$ cat src/rtl/owm_pkg.sv
`timescale 1ns / 1ps

package owm_pkg;

  localparam int CFG_W     = 10;
  localparam int CFG_IDX_W = 3;
  localparam int NUM_REGS  = 8;

  // Operation codes of an input item
  localparam logic [2:0] OP_TICK       = 3'd0;
  localparam logic [2:0] OP_RESET      = 3'd1;
  localparam logic [2:0] OP_WRITE_BYTE = 3'd2;
  localparam logic [2:0] OP_READ_BYTE  = 3'd3;
  localparam logic [2:0] OP_WRITE_BIT  = 3'd4;
  localparam logic [2:0] OP_READ_BIT   = 3'd5;

  // Register indexes
  localparam logic [CFG_IDX_W-1:0] REG_RESET_LOW     = 3'd0;
  localparam logic [CFG_IDX_W-1:0] REG_PRESENCE_WAIT = 3'd1;
  localparam logic [CFG_IDX_W-1:0] REG_RESET_TAIL    = 3'd2;
  localparam logic [CFG_IDX_W-1:0] REG_WRITE_ONE_LOW = 3'd3;
  localparam logic [CFG_IDX_W-1:0] REG_WRITE_ZERO_LOW = 3'd4;
  localparam logic [CFG_IDX_W-1:0] REG_WRITE_RECOVERY = 3'd5;
  localparam logic [CFG_IDX_W-1:0] REG_READ_LOW      = 3'd6;
  localparam logic [CFG_IDX_W-1:0] REG_READ_TAIL     = 3'd7;

  // Register reset values
  localparam logic [CFG_W-1:0] RST_RESET_LOW      = 10'd480;
  localparam logic [CFG_W-1:0] RST_PRESENCE_WAIT  = 10'd60;
  localparam logic [CFG_W-1:0] RST_RESET_TAIL     = 10'd240;
  localparam logic [CFG_W-1:0] RST_WRITE_ONE_LOW  = 10'd15;
  localparam logic [CFG_W-1:0] RST_WRITE_ZERO_LOW = 10'd60;
  localparam logic [CFG_W-1:0] RST_WRITE_RECOVERY = 10'd30;
  localparam logic [CFG_W-1:0] RST_READ_LOW       = 10'd15;
  localparam logic [CFG_W-1:0] RST_READ_TAIL      = 10'd60;

  typedef struct packed {
    logic [2:0] op;
    logic [7:0] data_byte;
    logic       line_level;
  } in_item_t;

  typedef struct packed {
    logic       pull_low;
    logic       busy_res;
    logic       done_res;
    logic       presence;
    logic [7:0] read_data;
  } out_item_t;

  // Classified tick handed from the front to the engine
  typedef struct packed {
    logic [2:0] op;
    logic [7:0] init_shift;
    logic       line_level;
  } cmd_t;

endpackage

$ cat src/rtl/one_wire_bus_master.sv
`timescale 1ns / 1ps
// A tick's result is held in the front command queue, then the engine step writes it into the
// result queue, from which the out_ side reads it; a full result queue stalls the engine.
// Throughput: one tick per cycle while the result queue is not full, set by the engine step.
// Both sides have two-entry queues, so either side may stall without a bubble.
// Reset (rst_n low, synchronous): queues empty, engine idle, registers at defaults.
module one_wire_bus_master import owm_pkg::*; #(
  parameter int TIMER_WIDTH = 10
) (
  input  logic                 clk,
  input  logic                 rst_n,
  input  logic                 in_push,
  output logic                 in_full,
  input  in_item_t             in_data,
  output logic                 out_empty,
  input  logic                 out_pop,
  output out_item_t            out_data,
  input  logic                 cfg_we,
  input  logic [CFG_IDX_W-1:0] cfg_index,
  input  logic [CFG_W-1:0]     cfg_wdata
);

  logic cmd_valid, cmd_pop;
  cmd_t cmd_data;

  owm_front u_front (
    .clk       (clk),
    .rst_n     (rst_n),
    .in_push   (in_push),
    .in_full   (in_full),
    .in_data   (in_data),
    .cmd_valid (cmd_valid),
    .cmd_pop   (cmd_pop),
    .cmd_data  (cmd_data)
  );

  owm_engine #(
    .TIMER_WIDTH (TIMER_WIDTH)
  ) u_engine (
    .clk       (clk),
    .rst_n     (rst_n),
    .cfg_we    (cfg_we),
    .cfg_index (cfg_index),
    .cfg_wdata (cfg_wdata),
    .cmd_valid (cmd_valid),
    .cmd_pop   (cmd_pop),
    .cmd_data  (cmd_data),
    .out_empty (out_empty),
    .out_pop   (out_pop),
    .out_data  (out_data)
  );

endmodule

$ cat src/rtl/owm_front.sv
`timescale 1ns / 1ps

module owm_front import owm_pkg::*; (
  input  logic     clk,
  input  logic     rst_n,
  input  logic     in_push,
  output logic     in_full,
  input  in_item_t in_data,
  output logic     cmd_valid,
  input  logic     cmd_pop,
  output cmd_t     cmd_data
);

  cmd_t       cls;
  cmd_t       ent_r [2];
  logic [1:0] count_r, count_nxt;
  logic       wr_ptr_r, rd_ptr_r;
  logic       push_ok, pop_ok;

  // Fold unused op codes into plain ticks and prepare the shift register load
  always_comb begin
    cls.line_level = in_data.line_level;
    cls.op         = in_data.op;
    cls.init_shift = 8'h00;
    case (in_data.op)
      OP_WRITE_BYTE: cls.init_shift = in_data.data_byte;
      OP_WRITE_BIT:  cls.init_shift = {7'b0, in_data.data_byte[0]};
      OP_RESET, OP_READ_BYTE, OP_READ_BIT, OP_TICK: cls.init_shift = 8'h00;
      default: cls.op = OP_TICK;
    endcase
  end

  assign in_full   = (count_r == 2'd2);
  assign cmd_valid = (count_r != 2'd0);
  assign cmd_data  = ent_r[rd_ptr_r];
  assign push_ok   = in_push && !in_full;
  assign pop_ok    = cmd_pop && cmd_valid;

  always_comb begin
    count_nxt = count_r;
    if (push_ok && !pop_ok) count_nxt = count_r + 2'd1;
    else if (pop_ok && !push_ok) count_nxt = count_r - 2'd1;
  end

  always_ff @(posedge clk) begin
    if (!rst_n) begin
      count_r  <= 2'd0;
      wr_ptr_r <= 1'b0;
      rd_ptr_r <= 1'b0;
    end else begin
      count_r <= count_nxt;
      if (push_ok) wr_ptr_r <= ~wr_ptr_r;
      if (pop_ok)  rd_ptr_r <= ~rd_ptr_r;
    end
  end

  always_ff @(posedge clk) begin
    if (push_ok) ent_r[wr_ptr_r] <= cls;
  end

endmodule

$ cat src/rtl/owm_engine.sv
`timescale 1ns / 1ps

module owm_engine import owm_pkg::*; #(
  parameter int TIMER_WIDTH = 10
) (
  input  logic                 clk,
  input  logic                 rst_n,
  input  logic                 cfg_we,
  input  logic [CFG_IDX_W-1:0] cfg_index,
  input  logic [CFG_W-1:0]     cfg_wdata,
  input  logic                 cmd_valid,
  output logic                 cmd_pop,
  input  cmd_t                 cmd_data,
  output logic                 out_empty,
  input  logic                 out_pop,
  output out_item_t            out_data
);

  localparam int EW = (TIMER_WIDTH > CFG_W) ? TIMER_WIDTH : CFG_W;
  localparam logic [EW-1:0] TMAX = EW'((1 << TIMER_WIDTH) - 1);

  typedef enum logic [9:0] {
    PH_IDLE     = 10'b00_0000_0001,
    PH_RST_LOW  = 10'b00_0000_0010,
    PH_RST_WAIT = 10'b00_0000_0100,
    PH_RST_SAMP = 10'b00_0000_1000,
    PH_RST_TAIL = 10'b00_0001_0000,
    PH_WR_LOW   = 10'b00_0010_0000,
    PH_WR_REC   = 10'b00_0100_0000,
    PH_RD_LOW   = 10'b00_1000_0000,
    PH_RD_SAMP  = 10'b01_0000_0000,
    PH_RD_TAIL  = 10'b10_0000_0000
  } phase_t;

  logic [CFG_W-1:0] cfg_r [NUM_REGS];

  phase_t                 phase_r, phase_nxt, cur_phase, next_ph;
  logic [TIMER_WIDTH-1:0] tick_r, tick_nxt, cur_tick, len;
  logic [7:0]             shift_r, shift_nxt;
  logic [3:0]             bit_r, bit_nxt, slots;
  logic [2:0]             kind_r, kind_nxt;
  logic                   pres_r, pres_nxt;
  logic                   last, busy, done, pull;
  logic [TIMER_WIDTH:0]   tick_inc;
  out_item_t              res;

  out_item_t  q_r [2];
  logic [1:0] q_count_r, q_count_nxt;
  logic       q_wr_r, q_rd_r, q_full, q_pop_ok;

  // Zero means one tick; clamp to the timer range
  function automatic logic [TIMER_WIDTH-1:0] eff_len(input logic [CFG_W-1:0] v);
    logic [EW-1:0] x;
    x = EW'(v);
    if (x == '0) x = EW'(1);
    if (x > TMAX) x = TMAX;
    return x[TIMER_WIDTH-1:0];
  endfunction

  assign q_full  = (q_count_r == 2'd2);
  assign cmd_pop = cmd_valid && !q_full;

  always_comb begin
    cur_phase = phase_r;
    cur_tick  = tick_r;
    shift_nxt = shift_r;
    bit_nxt   = bit_r;
    kind_nxt  = kind_r;
    pres_nxt  = pres_r;

    // A command in idle starts at once; this tick is its first
    if (phase_r == PH_IDLE && cmd_data.op != OP_TICK) begin
      kind_nxt  = cmd_data.op;
      cur_tick  = '0;
      bit_nxt   = 4'd0;
      shift_nxt = cmd_data.init_shift;
      case (cmd_data.op)
        OP_RESET:                    cur_phase = PH_RST_LOW;
        OP_WRITE_BYTE, OP_WRITE_BIT: cur_phase = PH_WR_LOW;
        default:                     cur_phase = PH_RD_LOW;
      endcase
    end

    slots = (kind_nxt == OP_WRITE_BYTE || kind_nxt == OP_READ_BYTE) ? 4'd8 : 4'd1;

    case (cur_phase)
      PH_RST_LOW:  len = eff_len(cfg_r[REG_RESET_LOW]);
      PH_RST_WAIT: len = eff_len(cfg_r[REG_PRESENCE_WAIT]);
      PH_RST_TAIL: len = eff_len(cfg_r[REG_RESET_TAIL]);
      PH_WR_LOW:   len = shift_nxt[0] ? eff_len(cfg_r[REG_WRITE_ONE_LOW])
                                      : eff_len(cfg_r[REG_WRITE_ZERO_LOW]);
      PH_WR_REC:   len = eff_len(cfg_r[REG_WRITE_RECOVERY]);
      PH_RD_LOW:   len = eff_len(cfg_r[REG_READ_LOW]);
      PH_RD_TAIL:  len = eff_len(cfg_r[REG_READ_TAIL]);
      default:     len = TIMER_WIDTH'(1);
    endcase

    tick_inc = {1'b0, cur_tick} + (TIMER_WIDTH+1)'(1);
    last     = (tick_inc >= {1'b0, len});
    busy     = (cur_phase != PH_IDLE);
    pull     = 1'b0;
    next_ph  = PH_IDLE;

    case (cur_phase)
      PH_RST_LOW: begin
        pull    = 1'b1;
        next_ph = PH_RST_WAIT;
      end
      PH_RST_WAIT: next_ph = PH_RST_SAMP;
      PH_RST_SAMP: begin
        pres_nxt = !cmd_data.line_level;
        next_ph  = PH_RST_TAIL;
      end
      PH_RST_TAIL: next_ph = PH_IDLE;
      PH_WR_LOW: begin
        pull    = 1'b1;
        next_ph = PH_WR_REC;
      end
      PH_WR_REC: begin
        if (last) begin
          shift_nxt = {1'b0, shift_nxt[7:1]};
          bit_nxt   = bit_nxt + 4'd1;
        end
        next_ph = (bit_nxt >= slots) ? PH_IDLE : PH_WR_LOW;
      end
      PH_RD_LOW: begin
        pull    = 1'b1;
        next_ph = PH_RD_SAMP;
      end
      PH_RD_SAMP: begin
        if (cmd_data.line_level) shift_nxt[bit_nxt[2:0]] = 1'b1;
        next_ph = PH_RD_TAIL;
      end
      PH_RD_TAIL: begin
        if (last) bit_nxt = bit_nxt + 4'd1;
        next_ph = (bit_nxt >= slots) ? PH_IDLE : PH_RD_LOW;
      end
      default: next_ph = PH_IDLE;
    endcase

    phase_nxt = cur_phase;
    tick_nxt  = cur_tick;
    done      = 1'b0;
    if (busy) begin
      if (last) begin
        tick_nxt  = '0;
        phase_nxt = next_ph;
        done      = (next_ph == PH_IDLE);
      end else begin
        tick_nxt = tick_inc[TIMER_WIDTH-1:0];
      end
    end

    res.pull_low  = pull;
    res.busy_res  = busy;
    res.done_res  = done;
    res.presence  = pres_nxt;
    res.read_data = (kind_nxt == OP_READ_BYTE || kind_nxt == OP_READ_BIT) ? shift_nxt : 8'h00;
  end

  always_ff @(posedge clk) begin
    if (!rst_n) begin
      phase_r <= PH_IDLE;
      tick_r  <= '0;
      shift_r <= 8'h00;
      bit_r   <= 4'd0;
      kind_r  <= OP_TICK;
      pres_r  <= 1'b0;
    end else if (cmd_pop) begin
      phase_r <= phase_nxt;
      tick_r  <= tick_nxt;
      shift_r <= shift_nxt;
      bit_r   <= bit_nxt;
      kind_r  <= kind_nxt;
      pres_r  <= pres_nxt;
    end
  end

  always_ff @(posedge clk) begin
    if (!rst_n) begin
      cfg_r[REG_RESET_LOW]      <= RST_RESET_LOW;
      cfg_r[REG_PRESENCE_WAIT]  <= RST_PRESENCE_WAIT;
      cfg_r[REG_RESET_TAIL]     <= RST_RESET_TAIL;
      cfg_r[REG_WRITE_ONE_LOW]  <= RST_WRITE_ONE_LOW;
      cfg_r[REG_WRITE_ZERO_LOW] <= RST_WRITE_ZERO_LOW;
      cfg_r[REG_WRITE_RECOVERY] <= RST_WRITE_RECOVERY;
      cfg_r[REG_READ_LOW]       <= RST_READ_LOW;
      cfg_r[REG_READ_TAIL]      <= RST_READ_TAIL;
    end else if (cfg_we) begin
      cfg_r[cfg_index] <= cfg_wdata;
    end
  end

  // Result queue
  assign out_empty = (q_count_r == 2'd0);
  assign out_data  = q_r[q_rd_r];
  assign q_pop_ok  = out_pop && !out_empty;

  always_comb begin
    q_count_nxt = q_count_r;
    if (cmd_pop && !q_pop_ok) q_count_nxt = q_count_r + 2'd1;
    else if (q_pop_ok && !cmd_pop) q_count_nxt = q_count_r - 2'd1;
  end

  always_ff @(posedge clk) begin
    if (!rst_n) begin
      q_count_r <= 2'd0;
      q_wr_r    <= 1'b0;
      q_rd_r    <= 1'b0;
    end else begin
      q_count_r <= q_count_nxt;
      if (cmd_pop)  q_wr_r <= ~q_wr_r;
      if (q_pop_ok) q_rd_r <= ~q_rd_r;
    end
  end

  always_ff @(posedge clk) begin
    if (cmd_pop) q_r[q_wr_r] <= res;
  end

endmodule

$ cat config.mk
export PLATFORM = sky130hd
export DESIGN_NAME = one_wire_bus_master
export DESIGN_NICKNAME = d
export VERILOG_FILES = /design/src/rtl/owm_pkg.sv /design/src/rtl/one_wire_bus_master.sv /design/src/rtl/owm_front.sv /design/src/rtl/owm_engine.sv
export SDC_FILE = /design/constraint.sdc
export NUM_CORES = 1
export LEC_CHECK = 0
export ABC_AREA = 0
export BUFFER_PORTS_ARGS = -buffer_cell sky130_fd_sc_hd__buf_2
export CORE_ASPECT_RATIO = 1.5
export CORE_MARGIN = 4
export CORE_UTILIZATION = 34
export CTS_BUF_LIST = sky130_fd_sc_hd__clkbuf_8
export DETAILED_ROUTE_END_ITERATION = 8
export GPL_TIMING_DRIVEN = 1
export PLACE_DENSITY = 0.55
export SETUP_SLACK_MARGIN = 0.05
export SKIP_LAST_GASP = 1
export SLEW_MARGIN = 40
export SYNTH_ARGS = -nofsm -noshare
export SYNTH_HDL_FRONTEND = slang
export SYNTH_SLANG_ARGS = --single-unit
$ cat constraint.sdc
create_clock -name clk -period 6 [get_ports clk]
set_input_delay 0.3 -clock clk [delete_from_list [all_inputs] [get_ports clk]]
set_output_delay 0.3 -clock clk [all_outputs]
set_load 0.01 [all_outputs]
Word-level counts from Yosys, hierarchy flattened
Memories as Yosys holds them, arrays and structs flattened. A register that Yosys moved wholly into a read port is not among the register bits.
Cells that the tools add are included.

operators by class
  magnitude comparators = 13
  $add $sub $neg = 6
  equality and inequality tests = 25
  bitwise logic cells = 5
  reductions and logical operators = 38
  muxes and demuxes = 75

operators by type and width
  operator               number
  $mux 10                32
  $gt 10x10->1 const B   8
  $logic_not 10->1       8
  $pmux 10 s8            1
  $pmux 10 s7            1
  $pmux 8 s2             3
  $mux 8                 5
  $eq 10x1->1 const B    2
  $mux 4                 5
  $mux 1                 18
  $eq 3x2->1 const B     5
  $eq 3x3->1 const B     4
  $add 10x1->11 const B  1
  $ge 11x10->1           1
  $eq 10x10->1 const B   1
  $eq 10x2->1 const B    1
  $eq 10x3->1 const B    1
  $eq 10x4->1 const B    1
  $eq 10x5->1 const B    1
  $eq 10x6->1 const B    1
  $eq 10x7->1 const B    1
  $eq 10x8->1 const B    1
  $eq 10x9->1 const B    1
  $logic_and 1x1->1      10
  26 further kinds       49

word-level totals
  bits in registers = 44
  memories = 3
  RAM bits = 128
  logic and storage cells = 177

memory list
  memory          words  width  rd ports  clocked after Yosys merged registers in  wr ports  RTL line          RTL
  u_engine.cfg_r  8      10     8         0                                        8         owm_engine.sv:35  logic [CFG_W-1:0] cfg_r [NUM_REGS];
  u_engine.q_r    2      12     1         1                                        1         owm_engine.sv:47  out_item_t q_r [2];
  u_front.ent_r   2      12     1         1                                        1         owm_front.sv:15   cmd_t ent_r [2];

Logic depth before layout (Yosys ltp)
  word-level depth = 19
  mapped depth = 26
  depth with buffers taken out = 21

Hierarchy
Synthesis repeated with hierarchy kept, for this count alone.

unflattened totals
  cells, all modules = 795
  area total of the unflattened synthesis = 8693.3 µm²

modules (own cells, without submodules)
  module      cells an instance  sequential area each (µm²)  area an instance (µm²)  instances
  owm_engine  719                3943.8                      7523.5                  1
  owm_front   76                 820.8                       1169.9                  1

Worst setup path before layout
No wires, ideal clock.

  kind = reg2reg
  start point = register u_engine.phase_r[3]
  end point = memory u_engine.q_r[0][9] (netlist bit) (data pin)
  cell stages (with the launch flop) = 26
  path slack = 824 ps
  data arrival time = 4902 ps
  period minus slack after synthesis = 5176 ps
  path through = dfxtp_1 > buf_6 > nor4_4 > nand4_1 > or2_1 > clkbuf_1 > clkbuf_1 > and2_1 > ha_1 > and3_1 > clkbuf_1 > xnor2_1 > nor2_1 > ha_1 > a21oi_1 > and3_1 > o21ai_0 > a221o_1 > buf_2 > buf_2 > xnor2_1 > ha_1 > nor3b_1 > a21oi_1 > o311ai_0 > nor2_1

on the way
  cells in the longest elaborated chain, start to end = 14

RTL lines
  element                                                 RTL line           RTL
  from (decl)                                             owm_engine.sv:37   phase_t phase_r, phase_nxt, cur_phase, next_ph;
  from (signal assigned)                                  owm_engine.sv:170  phase_r <= phase_nxt;
  branches (longest 13 deep; another with $add 10x1->11)  n/a
  $mux 1 *                                                owm_engine.sv:144  if (busy) begin
  net u_engine.done                                       owm_engine.sv:43   logic last, busy, done, pull;
  to (decl)                                               owm_engine.sv:47

Mark *: on every way through the listed nets, which the timed path passes. The select of a mux whose other input is x is not followed.

Worst setup path after layout
Same ends and word-level chain as after synthesis.

==> flow_summary.ini <==
[power_and_ir_drop]
report.power.total_mw = 3.937
power_leakage_nw = 3.441
vdd_drop_max_mv = 0.1658
pwr_density_cell_nw_per_um2 = 407.0

[clock_tree]
cts_buffers = 17
cts.sinks = 174
clockBufferDepth = 2
cts_htree_levels = 4
cts_resized = 0
cts_root_buffer = clkbuf_8
clk_pin_slew_worst_paths_ns = 0.09
cts_tree = yes
cts_setup_buffers = 0
holdBufCountCts = 1
clk_latency_ns = 0.48

[floorplan]
fp.dieH_um = 203.5
core-area_um2 = 25140
die_width_um = 138.3
ios = 44
initial_utilization = 0.3446
rows = 71
dieArea_um2 = 28160

[cells_and_area]
nets = 880
diodes = 0
nFillCells = 2420
drive_gt1_frac = 0.1596
syn_to_final_growth_pct = 11.65
regArea_um2 = 4765
multi_input_comb_area_um2 = 3691

[synthesis]
yosys-top-cells-area = edfxtp_1 (44%), dfxtp_1 (11%), and2_1 (4.2%)
ys_ff_latch = 174
synth_area_per_cell_um2 = 10.87
yosysMostFrequentCell = edfxtp_1
synth-edff-count = 128
netlist_instances = 797
synth_nets = 843
ys_warn_count = 0
yosysTopAreaCellShare = 0.4436
postSynth.asyncResetShare = 0
yosysTopAreaCell = edfxtp_1
synth_commonest_cells = edfxtp_1 (128), nor2_1 (66), and2_1 (58)
ys.flop_type = edfxtp_1
ys_types = 68
syn_area_um2 = 8665
seq_area_frac_synth = 0.5499

[routing]
vias = 6207
routed_wl_mm = 22.33
drt_pre_antenna_iters = 5
drc = 0
vias_per_cell = 5.287
wl_per_cell_um = 19.02
drtIter0Drc = 328
ant_nets = 0

[placement]
gp_routability_congestion = 0.8648
port-buffer-count = 43
dpl.hpwl_mm = 16.60

[worst_hold_path]
hp-class = in -> reg

[critical_path]
r2r-end = u_engine.q_r[0][9]
arrival_ns = 5.50
reg2reg_slack_ns = 0.72
critPathMaxFanout = 10
required_ns = 6.21
critical_path_class = reg -> reg
endpoint = u_engine.q_r[0][9]
cp-start-kind = flop
startpoint = u_engine.phase_r[3]
reg2reg_from = u_engine.phase_r[3]
rr_worst_depth = 18
end_kind = flop

[timing]
finalCritPeriodShare = 0.8808
max-slew-margin-rel = 0.5381
fmax_ghz = 0.1892
drv_slew = 0
hold_viol = 0
finalSetupViolCount = 0
worst_pin_slew_ns = 0.6908
rsz0062_at_grt = no
clock_skew_ns = 0.01727
period_needed_ns = 5.285
setup_tns_ns = 0

[run_status]
status = finished clean

[global_route]
grt-busiest-layer = met2
grt_max_degree = 28
track_usage = 0.1611
antenna_found_initial = 0
use_met1 = 0.1671
grt_overflow = 0
met2_usage = 0.3153
grt_pass1_wl_mm = 35.24
grt_pass1_vias = 6377
gr-usage-met3 = 0.02580

[flow_run]
cap_violations = 0
## metrics by stage
stage                     instance area (µm²)  cells    util  worst slack, ns  hold slack (ns)
after floorplan                          8665    797       -           0.8236           0.3989
after global placement                   9251   1142  0.3680           0.8300           0.4396
after detailed placement                 9261   1142  0.3684           0.6754           0.4449
after CTS                                9674   1174  0.3848           0.6801           0.1269
after global routing                     9674   1174  0.3848           0.2163           0.1240
final                                    9674   1174  0.3848           0.7153           0.1562
## placed cells by master, fill, tap and decap left out, types with 5 or more instances in the layout
cell type    n
nand2_1     51
xor2_1      14
and3_1      15
dfxtp_1     46
a22o_1       6
nand3b_1     5
a221oi_1     6
xnor2_1      6
buf_2       43
nor3_1      18
clkbuf_8    17
nor4_1      16
and2_1      58
a21oi_1     46
mux2i_1     12
nand3_1     29
inv_1        8
a22oi_1     11
ha_1        16
a222oi_1     8
nand4_1     10
mux2_2      22
a31oi_1     10
buf_4       20
o21ai_0     33
nor2_1      64
edfxtp_1   128
mux2_4       7
or3_1       28
nand2b_1    21
## per-layer routing
metal | share of wire | routed length (µm) | vias to the layer above
li1 | - | - | 3054
met1 | 0.38 | 8493 | 2982
met2 | 0.56 | 12430 | 129
met3 | 0.028 | 627 | 42
met4 | 0.035 | 774 | 0
met5 | 0 | 0 | -
## layout make-up
type	instances	share of cell area
Clock buffer	17	0.02419
Timing Repair Buffer	64	0.03880
Inverter	8	0.003104
Multi-Input combinational cell	569	0.3815
Clock inverter	14	0.01746
Sequential cell	174	0.4925
Tap cell	328	0.04242
## sequential cells by signal (all words and copies together), names as in the netlist, named ones only
name and cells:
u_front.rd_ptr_r 1, u_engine.cfg_r 80, u_engine.kind_r 3, u_engine.q_r 24, u_engine.bit_r 4, u_engine.shift_r 8
u_engine.phase_r 10, u_front.wr_ptr_r 1, u_engine.q_rd_r 1, u_engine.tick_r 10, u_engine.q_count_r 2, u_engine.q_wr_r 1
u_front.count_r 2, u_front.ent_r 24, u_engine.pres_r 1
## worst min path at each step
stage,cells past startpoint,startpoint,endpoint,slack [ns]
6_report,2,in_data[10],u_front.ent_r[1][11],0.16
5_1_grt,2,in_data[10],u_front.ent_r[0][11],0.12
4_1_cts,2,in_data[10],u_front.ent_r[1][11],0.13
3_5_place_dp,2,u_engine.kind_r[0],u_engine.kind_r[0],0.44
3_3_place_gp,2,u_engine.kind_r[0],u_engine.kind_r[0],0.44
2_1_floorplan,0,in_data[0],u_front.ent_r[0][0],0.40
## where the power goes
group | leakage (nW) | switching, mW | internal, mW
registers | 1.61 | 0.113 | 1.50
clock network | 0.203 | 0.437 | 0.410
logic | 1.63 | 0.892 | 0.581
## cell families after synthesis
| kind of cell | count (synthesis) | share of synthesized area |
|---|---|---|
| XOR/XNOR | 20 | 0.02022 |
| adder cells (fa/ha/maj) | 16 | 0.02310 |
| buffers and inverters | 54 | 0.02614 |
| AO/OA/AOI/OAI | 148 | 0.1109 |
| AND/OR/NAND/NOR | 344 | 0.2152 |
| flip-flops | 174 | 0.5499 |
| multiplexers | 41 | 0.05459 |
## worst max-delay path, stage by stage (launching register included)
cell and delay [ns]:
dfxtp_1 0.41, nor4_4 0.42, nand4_1 0.30, nor2_1 0.24
mux2_2 0.45, mux2_2 0.30, a221oi_1 0.35, ha_1 0.31
a21o_1 0.16, a31oi_1 0.14, o21ai_0 0.11, a221o_1 0.36
buf_4 0.18, xnor2_1 0.12, ha_1 0.27, nor3b_1 0.25
a21oi_1 0.10, o311ai_0 0.43, nor2_1 0.12
Note: power is estimated with default switching activity, not from simulation.
